<file path="src/hw/rtl/qrs_sqrt.sv">
module qrs_sqrt #(
  parameter int DW = 34,
  parameter int SW = 8
) (
  input  logic              clk,
  input  logic              rst,
  input  logic              en,
  input  logic              in_vld,
  input  logic [DW-1:0]     d,
  input  logic [SW-1:0]     side,
  output logic              out_vld,
  output logic [DW/2-1:0]   root,
  output logic [SW-1:0]     side_o
);
  localparam int R = DW / 2;

  logic            vld [0:R];
  logic [R+1:0]    rem [0:R];
  logic [R-1:0]    rt  [0:R];
  logic [DW-1:0]   dsh [0:R];
  logic [SW-1:0]   sb  [0:R];

  assign vld[0] = in_vld;
  assign rem[0] = '0;
  assign rt[0]  = '0;
  assign dsh[0] = d;
  assign sb[0]  = side;

  // one root bit per stage
  for (genvar k = 1; k <= R; k++) begin : g_stg
    logic [R+3:0] rem2;
    logic [R+3:0] trial;
    logic         take;

    always_comb begin
      rem2  = {rem[k-1], dsh[k-1][DW-1 -: 2]};
      trial = {2'b00, rt[k-1], 2'b01};
      take  = rem2 >= trial;
    end

    always_ff @(posedge clk) begin
      if (rst) begin
        vld[k] <= 1'b0;
      end else if (en) begin
        vld[k] <= vld[k-1];
      end
      if (en) begin
        rem[k] <= take ? (R+2)'(rem2 - trial) : rem2[R+1:0];
        rt[k]  <= {rt[k-1][R-2:0], take};
        dsh[k] <= dsh[k-1] << 2;
        sb[k]  <= sb[k-1];
      end
    end
  end

  assign out_vld = vld[R];
  assign root    = rt[R];
  assign side_o  = sb[R];
endmodule

</file>
<file path="config.mk">
export PLATFORM = sky130hd
export DESIGN_NAME = qrs_sqrt
export DESIGN_NICKNAME = d
export VERILOG_FILES = /design/src/hw/rtl/qrs_sqrt.sv
export SDC_FILE = /design/constraint.sdc
export NUM_CORES = 1
export LEC_CHECK = 0
export BUFFER_PORTS_ARGS = -buffer_cell sky130_fd_sc_hd__buf_2
export CAP_MARGIN = 20
export CORE_ASPECT_RATIO = 1.2
export CORE_MARGIN = 1.5
export CORE_UTILIZATION = 45
export CTS_BUF_LIST = sky130_fd_sc_hd__clkbuf_4 sky130_fd_sc_hd__clkbuf_8 sky130_fd_sc_hd__clkbuf_16
export DETAILED_ROUTE_END_ITERATION = 10
export GPL_TIMING_DRIVEN = 1
export HOLD_SLACK_MARGIN = 0.03
export PLACE_DENSITY_LB_ADDON = 0.3
export SYNTH_ARGS = -nofsm -noshare
export SYNTH_HDL_FRONTEND = slang
export SYNTH_SLANG_ARGS = --single-unit
export TNS_END_PERCENT = 100
</file>
<file path="constraint.sdc">
create_clock -name clk -period 3.2 [get_ports clk]
set_input_delay 0.64 -clock clk [delete_from_list [all_inputs] [get_ports clk]]
set_output_delay 0.64 -clock clk [all_outputs]
set_load 0.01 [all_outputs]
</file>
==> flow_summary_export.csv, run 1 <==
group,metric,value,unit
synth,synth_ff_type,"edfxtp_1",
drt,first_pass_iters,5,
drt,drc,0,
cts,ctsRootBufferMaster,"clkbuf_16",
critical_path,cp-end-kind,"flop",
critical_path,critPathMaxStageDelay,630,ps
place,portBuffers,71,
power_and_ir_drop,power_switching,6.72,mW
critical_path,worst_r2r_endpoint,"g_stg[12].rem2[10]$_DFFE_PP_",
critical_path,crit_arrival,3380,ps
synth,syn_nets,2873,
sta,rsz0062_at_grt,"false",
sta,tns,0,ps
sta,hold_violations,0,
sta,setup_violations,0,
critical_path,crit_family,"compound AO/OA/AOI/OAI gates",
power_and_ir_drop,comb_power_share,0.129,
cts,cts_tree,"built",
layout,nets,3030,
worst_hold_path,hp-start,"d[27]",
floorplan,rows,115,
critical_path,start_kind,"flop",
power_and_ir_drop,vdd_drop_max,0.000436,V
cts,cts_buffers,86,
worst_hold_path,min_path_cells,1,
global_routing,antenna_found_initial,0,
floorplan,die_x,266,um
critical_path,reg2reg_depth,7,
synth,yosysTopAreaCell,"edfxtp_1",
layout,multi_input_comb_area,10800,sq um
synth,synth-async-reset-ratio,0,
floorplan,die_h,319,um
sta,skew,32.4,ps
place,gp_congestion,0.910,
power_and_ir_drop,swShare,0.244,
cts,cts.repair.resized,0,
drt,vias,20914,
power_and_ir_drop,sequentialPowerShare,0.520,
synth,synthDistinctLibCells,82,
cts,cts_max_level,3,
critical_path,path_buf_inv,0,
layout,fillCellCount,6848,
critical_path,crit_path_max_fanout,22,
sta,slew_violations,0,
cts,postCtsHoldBufs,0,
synth,synth_edf_count,843,
synth,synth_top_area_frac,0.675,
worst_hold_path,hp-class,"in -> reg",
cts,clk_path_buf_depth,3,
synth,syn-instance-count,2656,
worst_hold_path,min_to,"dsh[573]$_DFFE_PP_",
synth,avgSynthCellArea,14.1,sq um
cts,post_cts_buffers,0,
synth,ys_ff_latch,860,
sta,fin_crit_sh,0.937,
critical_path,crit_required,3580,ps
drt,drt_wl_total,64200,um
place,dpl.cell_count,3836,
floorplan,core,82300,sq um
synth,yosysWarnings,0,
sta,tightest_slew,787,ps
power_and_ir_drop,intPower,20.8,mW
layout,drive_above_1_share,0.114,
layout,area_delta_synth_final,12.7,%
cts,cts.sink_count,860,
power_and_ir_drop,power.leakage,16.1,nW
global_routing,grt_pass1_vias,21744,
global_routing,overflow,0,
layout,final_core_util,0.513,
drt,ant_nets,0,
synth,synth_area_leaders,"edfxtp_1, ha_1, xnor2_1, inv_1, a21oi_1",
power_and_ir_drop,p_clk_frac,0.351,
sta,timing.slew.headroom,0.475,
layout,diodes,0,
outcome,status,"finished, final reports clean",
critical_path,r2r_start,"g_stg[11].rem2[3]$_DFFE_PP_",
sta,fmax,333,MHz
floorplan,ios,72,
synth,seq_area_frac_synth,0.684,
flow_run,maxCapViolCount,0,
layout,stdcell_count,3988,
place,hpwl,45400,um
cts,path_clk_slew,60,ps
critical_path,worstSetupPathType,"reg -> reg",
floorplan,initial_core_util,0.455,
drt,avgRoutedWirePerCell,16.1,um
drt,dr.first_iter.drc_count,1398,
critical_path,path_cells,"ha_1 > a21oi_1 > nand2_1 > o41ai_2 > o221ai_1 > or4_4 > mux2_2",
global_routing,grtUsageTotal,0.152,
layout,seq_area,25700,sq um
cts,clock_latency,650,ps
sta,whs,159,ps
drt,viasPerCell,5.24,
sta,layout_min_cycle_time,3000,ps
critical_path,worst-r2r-setup-slack,200,ps
power_and_ir_drop,p_per_area,650,nW/um^2
global_routing,grt_pass1_wl,105000,um
floorplan,die_area,85000,sq um
synth,syn_area,37500,sq um
critical_path,slowest_stage,"or4_4",
global_routing,grt_max_degree,123,
metal layers:
metal / GRT usage / up-vias / wire length [um]
met5: 0 / - / 0
met4: 0.0662 / 0 / 2290
met3: 0.0280 / 159 / 2230
met2: 0.298 / 415 / 35900
met1: 0.153 / 10152 / 23800
li1: - / 10188 / -
area by class of cell:
class	count	area share
Inverter	218	0.0194
Tap cell	1111	0.0329
Timing Repair Buffer	115	0.0206
Sequential cell	860	0.607
Clock buffer	102	0.0546
Multi-Input combinational cell	1532	0.256
Clock inverter	50	0.00992
Yosys cell counts (6+ instances only):
| library cell | instances |
|---|---|
| edfxtp_1 | 843 |
| inv_1 | 217 |
| nor2_1 | 184 |
| ha_1 | 171 |
| a21oi_1 | 149 |
| xnor2_1 | 126 |
| nand2_1 | 115 |
| o21ai_0 | 88 |
| xor2_1 | 79 |
| nor3_1 | 52 |
| nand3_1 | 51 |
| nor4_1 | 41 |
| a21o_1 | 40 |
| o21a_1 | 40 |
| mux2_2 | 35 |
| nand2b_1 | 32 |
| nor2b_1 | 27 |
| nand4_1 | 26 |
| or3_1 | 26 |
| mux2i_1 | 25 |
| clkbuf_1 | 19 |
| dfxtp_1 | 17 |
| o31ai_1 | 17 |
| buf_2 | 16 |
| o211ai_1 | 15 |
| a31oi_1 | 14 |
| and3_1 | 14 |
| a211oi_1 | 12 |
| or2_2 | 11 |
| or4_1 | 11 |
| buf_4 | 8 |
| and2_1 | 7 |
| a211o_1 | 6 |
| a21boi_0 | 6 |
| a22oi_1 | 6 |
| a31o_2 | 6 |
| o21bai_1 | 6 |
worst register-to-register path, cell delays in order (launching register included):
cell and delay, ps:
edfxtp_1 400, ha_1 380, a21oi_1 160, nand2_1 120, o41ai_2 410, o221ai_1 320
or4_4 630, mux2_2 320
state kept, by name, indices dropped and copies added (netlist names):
register     flops
g_stg.rem2     282
dsh            272
g_stg.trial    136
sb             128
root            17
vld             16
side_o           8
out_vld          1
per-stage QoR:
stage | area [sq um] | power, mW | setup WS (ps)
5_1_grt | 42300 | 28.7 | 18.9
2_1_floorplan | 37500 | 16.9 | 542
3_3_place_gp | 39500 | 17.9 | 174
3_5_place_dp | 39500 | 18.1 | 208
6_report | 42300 | 27.5 | 201
4_1_cts | 42300 | 27.8 | 175
cell usage in the layout, fill, tap and decap left out, drive strengths merged, types with 45 or more instances in the layout:
master  instances
clkbuf        102
nor2          185
nand3          51
inv           221
buf           115
nand2         116
o21ai          93
nor3           53
nor4           45
ha            171
xnor2         126
edfxtp        843
a21oi         149
xor2           79
power groups by stage:
stage	sequential, mW	clock [mW]	combinational (mW)
3_3_place_gp	14.5	0	3.42
3_5_place_dp	14.5	0	3.53
5_1_grt	14.4	10.4	3.95
6_report	14.3	9.64	3.54
2_1_floorplan	14.3	0	2.56
4_1_cts	14.3	9.95	3.55
cell families after synthesis:
| kind of cell | synth area share |
|---|---|
| buf+inv | 0.0280 |
| fa+ha+maj | 0.0571 |
| simple gates | 0.0867 |
| other cells | 0.000100 |
| compound gates | 0.0775 |
| flops | 0.684 |
| mux | 0.0183 |
| xor+xnor | 0.0479 |
worst max-delay path by stage:
stage / slack [ps] / depth (start not counted) / from / to
3_5_place_dp: 210 / 7 / g_stg[16].rem2[14]$_DFFE_PP_ / g_stg[17].rem2[8]$_DFFE_PP_
5_1_grt: 20 / 7 / g_stg[11].rem2[3]$_DFFE_PP_ / g_stg[12].rem2[10]$_DFFE_PP_
3_3_place_gp: 170 / 7 / g_stg[16].rem2[14]$_DFFE_PP_ / g_stg[17].rem2[8]$_DFFE_PP_
2_1_floorplan: 540 / 8 / g_stg[11].rem2[3]$_DFFE_PP_ / g_stg[12].rem2[10]$_DFFE_PP_
6_report: 200 / 7 / g_stg[11].rem2[3]$_DFFE_PP_ / g_stg[12].rem2[10]$_DFFE_PP_
4_1_cts: 180 / 7 / g_stg[11].rem2[3]$_DFFE_PP_ / g_stg[12].rem2[10]$_DFFE_PP_
Note: power is estimated with default switching activity, not from simulation.
==> inputs of run 2 (changes only) <==
Settings changed: GPL_TIMING_DRIVEN 1 to 0, RECOVER_POWER set to 100.
==> flow_summary_export.csv, run 2 (synthesized netlist as in run 1, its figures left out) <==
group,metric,value,unit
drt,dr.first_iter.drc_count,1185,
layout,stdcell_count,4008,
place,hpwl,44000,um
critical_path,worstSetupPathType,"reg -> reg",
critical_path,worst-r2r-setup-slack,100,ps
layout,diodes,0,
sta,fin_crit_sh,0.969,
global_routing,overflow,0,
layout,fillCellCount,6883,
drt,drc,0,
sta,skew,53.7,ps
flow_run,maxCapViolCount,2,
critical_path,r2r_start,"g_stg[16].rem2[2]$_DFFE_PP_",
drt,drt_wl_total,62800,um
sta,whs,147,ps
critical_path,crit_arrival,3470,ps
outcome,status,"complete, but fails checks",
cts,cts_buffers,87,
floorplan,rows,115,
drt,avgRoutedWirePerCell,15.7,um
worst_hold_path,hp-class,"in -> reg",
power_and_ir_drop,power.leakage,16.0,nW
global_routing,grtUsageTotal,0.148,
sta,slew_violations,272,
layout,area_delta_synth_final,12.6,%
layout,nets,3042,
drt,viasPerCell,5.23,
power_and_ir_drop,p_per_area,656,nW/um^2
sta,setup_violations,0,
floorplan,die_x,266,um
floorplan,ios,72,
worst_hold_path,min_to,"dsh[574]$_DFFE_PP_",
layout,seq_area,25700,sq um
critical_path,cp-end-kind,"flop",
layout,final_common_cell,"edfxtp_1",
power_and_ir_drop,vdd_drop_max,0.000468,V
floorplan,core,82300,sq um
sta,tightest_slew,1790,ps
cts,path_clk_slew,60,ps
floorplan,die_area,85000,sq um
critical_path,worst_r2r_endpoint,"g_stg[17].rem2[20]$_DFFE_PP_",
critical_path,crit_required,3570,ps
cts,cts.sink_count,860,
place,dpl.cell_count,3843,
cts,ctsRootBufferMaster,"clkbuf_16",
floorplan,initial_core_util,0.455,
global_routing,grt_pass1_vias,21848,
floorplan,die_h,319,um
critical_path,critPathLaunch,"g_stg[16].rem2[2]$_DFFE_PP_",
drt,vias,20967,
global_routing,grt_max_degree,138,
critical_path,crit_path_max_fanout,5,
worst_hold_path,min_path_cells,1,
layout,drive_above_1_share,0.104,
place,portBuffers,70,
layout,layout_common_cells,"edfxtp_1, inv_1, nor2_1",
sta,fmax,322,MHz
outcome,violations,"max-capacitance violations, max-slew violations",
sta,hold_violations,0,
drt,ant_nets,0,
sta,timing.slew.headroom,-0.194,
critical_path,reg2reg_depth,8,
place,gp_congestion,0.955,
cts,clk_path_buf_depth,3,
cts,postCtsHoldBufs,0,
sta,layout_min_cycle_time,3100,ps
global_routing,antenna_found_initial,0,
layout,multi_input_comb_area,10800,sq um
cts,cts_max_level,3,
layout,largest_reg_flops,282,
drt,first_pass_iters,7,
cts,cts_tree,"built",
global_routing,grt_pass1_wl,102000,um
cts,clock_latency,670,ps
worst_hold_path,hp-start,"d[28]",
critical_path,start_kind,"flop",
## run 2: stage by stage
stage                     power, mW  TNS [ps]  worst slack, ps  cell area [sq um]  utilization
after floorplan                16.9         0              542              37500            -
after global placement         18.1  -9398060           -11520              39200        0.477
after detailed placement       18.0     -9510             -399              39400        0.479
after CTS                      28.0         0             56.6              42300        0.514
after global routing           29.0     -21.0            -21.0              42200        0.513
final                          27.7         0             99.0              42200        0.513
## run 2: worst max-delay path by stage
stage	depth (start not counted)	slack (ps)	endpoint
after global routing	8	-20	g_stg[10].rem2[10]$_DFFE_PP_
after floorplan	8	540	g_stg[12].rem2[10]$_DFFE_PP_
after detailed placement	9	-400	g_stg[16].rem2[15]$_DFFE_PP_
after global placement	5	-11520	vld[16]$_SDFFE_PP0P_
final	8	100	g_stg[17].rem2[20]$_DFFE_PP_
after CTS	8	60	g_stg[12].rem2[7]$_DFFE_PP_
## run 2: per-layer routing
layer / part of all wire / vias to the layer above / global-route usage / wire length, um
met4: 0.050 / 0 / 0.0833 / 3160
met2: 0.57 / 407 / 0.296 / 35800
met5: 0 / - / 0 / 0
met1: 0.34 / 10131 / 0.136 / 21600
li1: - / 10235 / - / -
met3: 0.035 / 194 / 0.0266 / 2180
## run 2: final cells by class
class | count | area share
Buffer | 46 | 0.00554
Clock inverter | 51 | 0.0118
Clock buffer | 110 | 0.0557
Tap cell | 1111 | 0.0329
Multi-Input combinational cell | 1532 | 0.256
Inverter | 218 | 0.0194
Timing Repair Buffer | 80 | 0.0109
Sequential cell | 860 | 0.608
## run 2: power by group
group	internal, mW	switching [mW]	total [mW]
combinational	1.53	2.00	3.53
sequential	13.7	0.563	14.3
clock	5.68	4.23	9.91
## run 2: worst max-delay path: stages, from the launching register on
cell      delay [ps]
edfxtp_1         400
ha_1             380
nor2b_1          160
o21ai_0          290
a21oi_1          200
or2_2            350
a211oi_1         640
o211ai_1         230
xnor2_1          170
## run 2: what timing repair did
item                                    4_1_cts  5_1_grt
setup buffers                                 0        4
cloned                                        0        0
pin swaps                                     0        3
endpoints found under the setup margin       58       62
gates resized for setup                       7       15
==> inputs of run 3 (changes only) <==
Settings changed: BUFFER_PORTS_ARGS -buffer_cell sky130_fd_sc_hd__buf_2 to -buffer_cell sky130_fd_sc_hd__buf_4.
==> flow_summary_export.csv, run 3 (synthesized netlist as in run 1, its figures left out) <==
group,metric,value,unit
outcome,status,"complete, but fails checks",
outcome,violations,"max-slew violations",
global_routing,antenna_found_initial,0,
global_routing,grt_max_degree,130,
sta,skew,42.0,ps
drt,first_pass_iters,6,
sta,fmax,320,MHz
cts,clock_latency,660,ps
layout,drive_above_1_share,0.105,
critical_path,crit_path_max_fanout,10,
layout,final_core_util,0.515,
floorplan,initial_core_util,0.455,
layout,area_delta_synth_final,13.0,%
sta,whs,184,ps
floorplan,core,82300,sq um
cts,clk_path_buf_depth,3,
critical_path,crit_arrival,3520,ps
global_routing,overflow,0,
drt,dr.first_iter.drc_count,1338,
critical_path,cp-end-kind,"flop",
layout,nets,3044,
place,dpl_worst_slack,-356,ps
global_routing,grt_pass1_vias,21723,
cts,ctsRootBufferMaster,"clkbuf_16",
cts,cts_buffers,87,
place,portBuffers,70,
sta,setup_violations,0,
sta,fin_crit_sh,0.978,
layout,multi_input_comb_area,10800,sq um
global_routing,grtUsageTotal,0.149,
floorplan,die_x,266,um
sta,slew_violations,37,
global_routing,grt_pass1_wl,103000,um
power_and_ir_drop,p_per_area,656,nW/um^2
layout,largest_reg_flops,282,
critical_path,crit_required,3600,ps
cts,cts.sink_count,860,
critical_path,worstSetupPathType,"reg -> reg",
drt,vias,21018,
place,place_area,39600,sq um
layout,fillCellCount,6896,
cts,path_clk_slew,60,ps
power_and_ir_drop,vdd_drop_max,0.000486,V
sta,layout_min_cycle_time,3130,ps
layout,final_common_cell,"edfxtp_1",
floorplan,die_area,85000,sq um
place,hpwl,44700,um
worst_hold_path,hp-class,"in -> reg",
drt,drc,0,
critical_path,start_kind,"flop",
layout,seq_area,25700,sq um
sta,rsz0062_at_grt,"false",
place,gp_congestion,0.942,
drt,drt_wl_total,63600,um
drt,ant_nets,0,
sta,timing.slew.headroom,-0.00644,
cts,postCtsHoldBufs,0,
layout,finalInstanceArea,42400,sq um
drt,avgRoutedWirePerCell,15.9,um
floorplan,rows,115,
sta,tightest_slew,1510,ps
flow_run,maxCapViolCount,0,
cts,cts_max_level,3,
drt,viasPerCell,5.25,
sta,fin_ws,71.0,ps
floorplan,ios,72,
power_and_ir_drop,power.leakage,16.1,nW
floorplan,die_h,319,um
layout,layout_common_cells,"edfxtp_1, inv_1, nor2_1",
cts,cts_tree,"built",
sta,hold_violations,0,
sta,tns,0,ps
-- run 3: cell count changes in the layout (fill, tap and decap cells not counted), sizes merged --
cell      delta
clkinvlp     +1
clkbuf      +41
bufinv       +2
inv          +1
clkinv       -6
diode        +1
buf         -43
-- run 3: worst paths after layout --
| path | slack [ps] | from | cells after the start | to |
|---|---|---|---|---|
| setup reg to reg | 70 | g_stg[12].rem2[2]$_DFFE_PP_ | 8 | g_stg[13].rem2[10]$_DFFE_PP_ |
| hold / removal | 180 | d[29] | 1 | dsh[575]$_DFFE_PP_ |
| hold reg to reg | 410 | dsh[370]$_DFFE_PP_ | 0 | dsh[338]$_DFFE_PP_ |
| setup / recovery | 70 | g_stg[12].rem2[2]$_DFFE_PP_ | 8 | g_stg[13].rem2[10]$_DFFE_PP_ |
-- run 3: through the flow --
step / instances / power [mW]
after floorplan: 2656 / 16.9
after global placement: 3837 / 17.9
after detailed placement: 3844 / 18.0
after CTS: 3999 / 28.1
after global routing: 4004 / 29.0
final: 4005 / 27.8
-- run 3: final cells by class --
class                      instances  share of cell area
sequential                       860               0.606
timing repair buffer              82              0.0143
buffer                            46             0.00535
clock buffer                     106              0.0552
antenna                            1           0.0000591
tap                             1111              0.0328
inverter                         218              0.0193
clock inverter                    49              0.0120
multi-input combinational       1532               0.255
-- run 3: power by group --
group	leakage, nW	switching [mW]	total (mW)	internal (mW)
Sequential	8.23	0.568	14.3	13.7
Combinational	6.42	2.00	3.55	1.54
Clock	1.41	4.15	9.96	5.81
Total	16.1	6.72	27.8	21.1
-- run 3: layer usage --
layer	vias to the layer above	track usage	wire length (um)
li1	10241	-	-
met1	10149	0.138	22300
met2	456	0.299	36400
met3	172	0.0256	2200
met4	0	0.0838	2700
met5	-	0	0
-- run 3: worst max-delay path, stage by stage, from the launching register on --
cell	delay, ps
edfxtp_1	390
ha_1	370
o21a_1	140
nor4_1	370
o21ai_0	330
a211oi_2	400
nand2_1	300
buf_6	240
mux2_1	320
-- run 3: what timing repair did --
action	CTS	global route
cloned	0	0
setup endpoints to repair	66	65
pin swaps	0	3
hold endpoints to repair	0	0
setup buffers	0	5
gates resized for setup	8	12
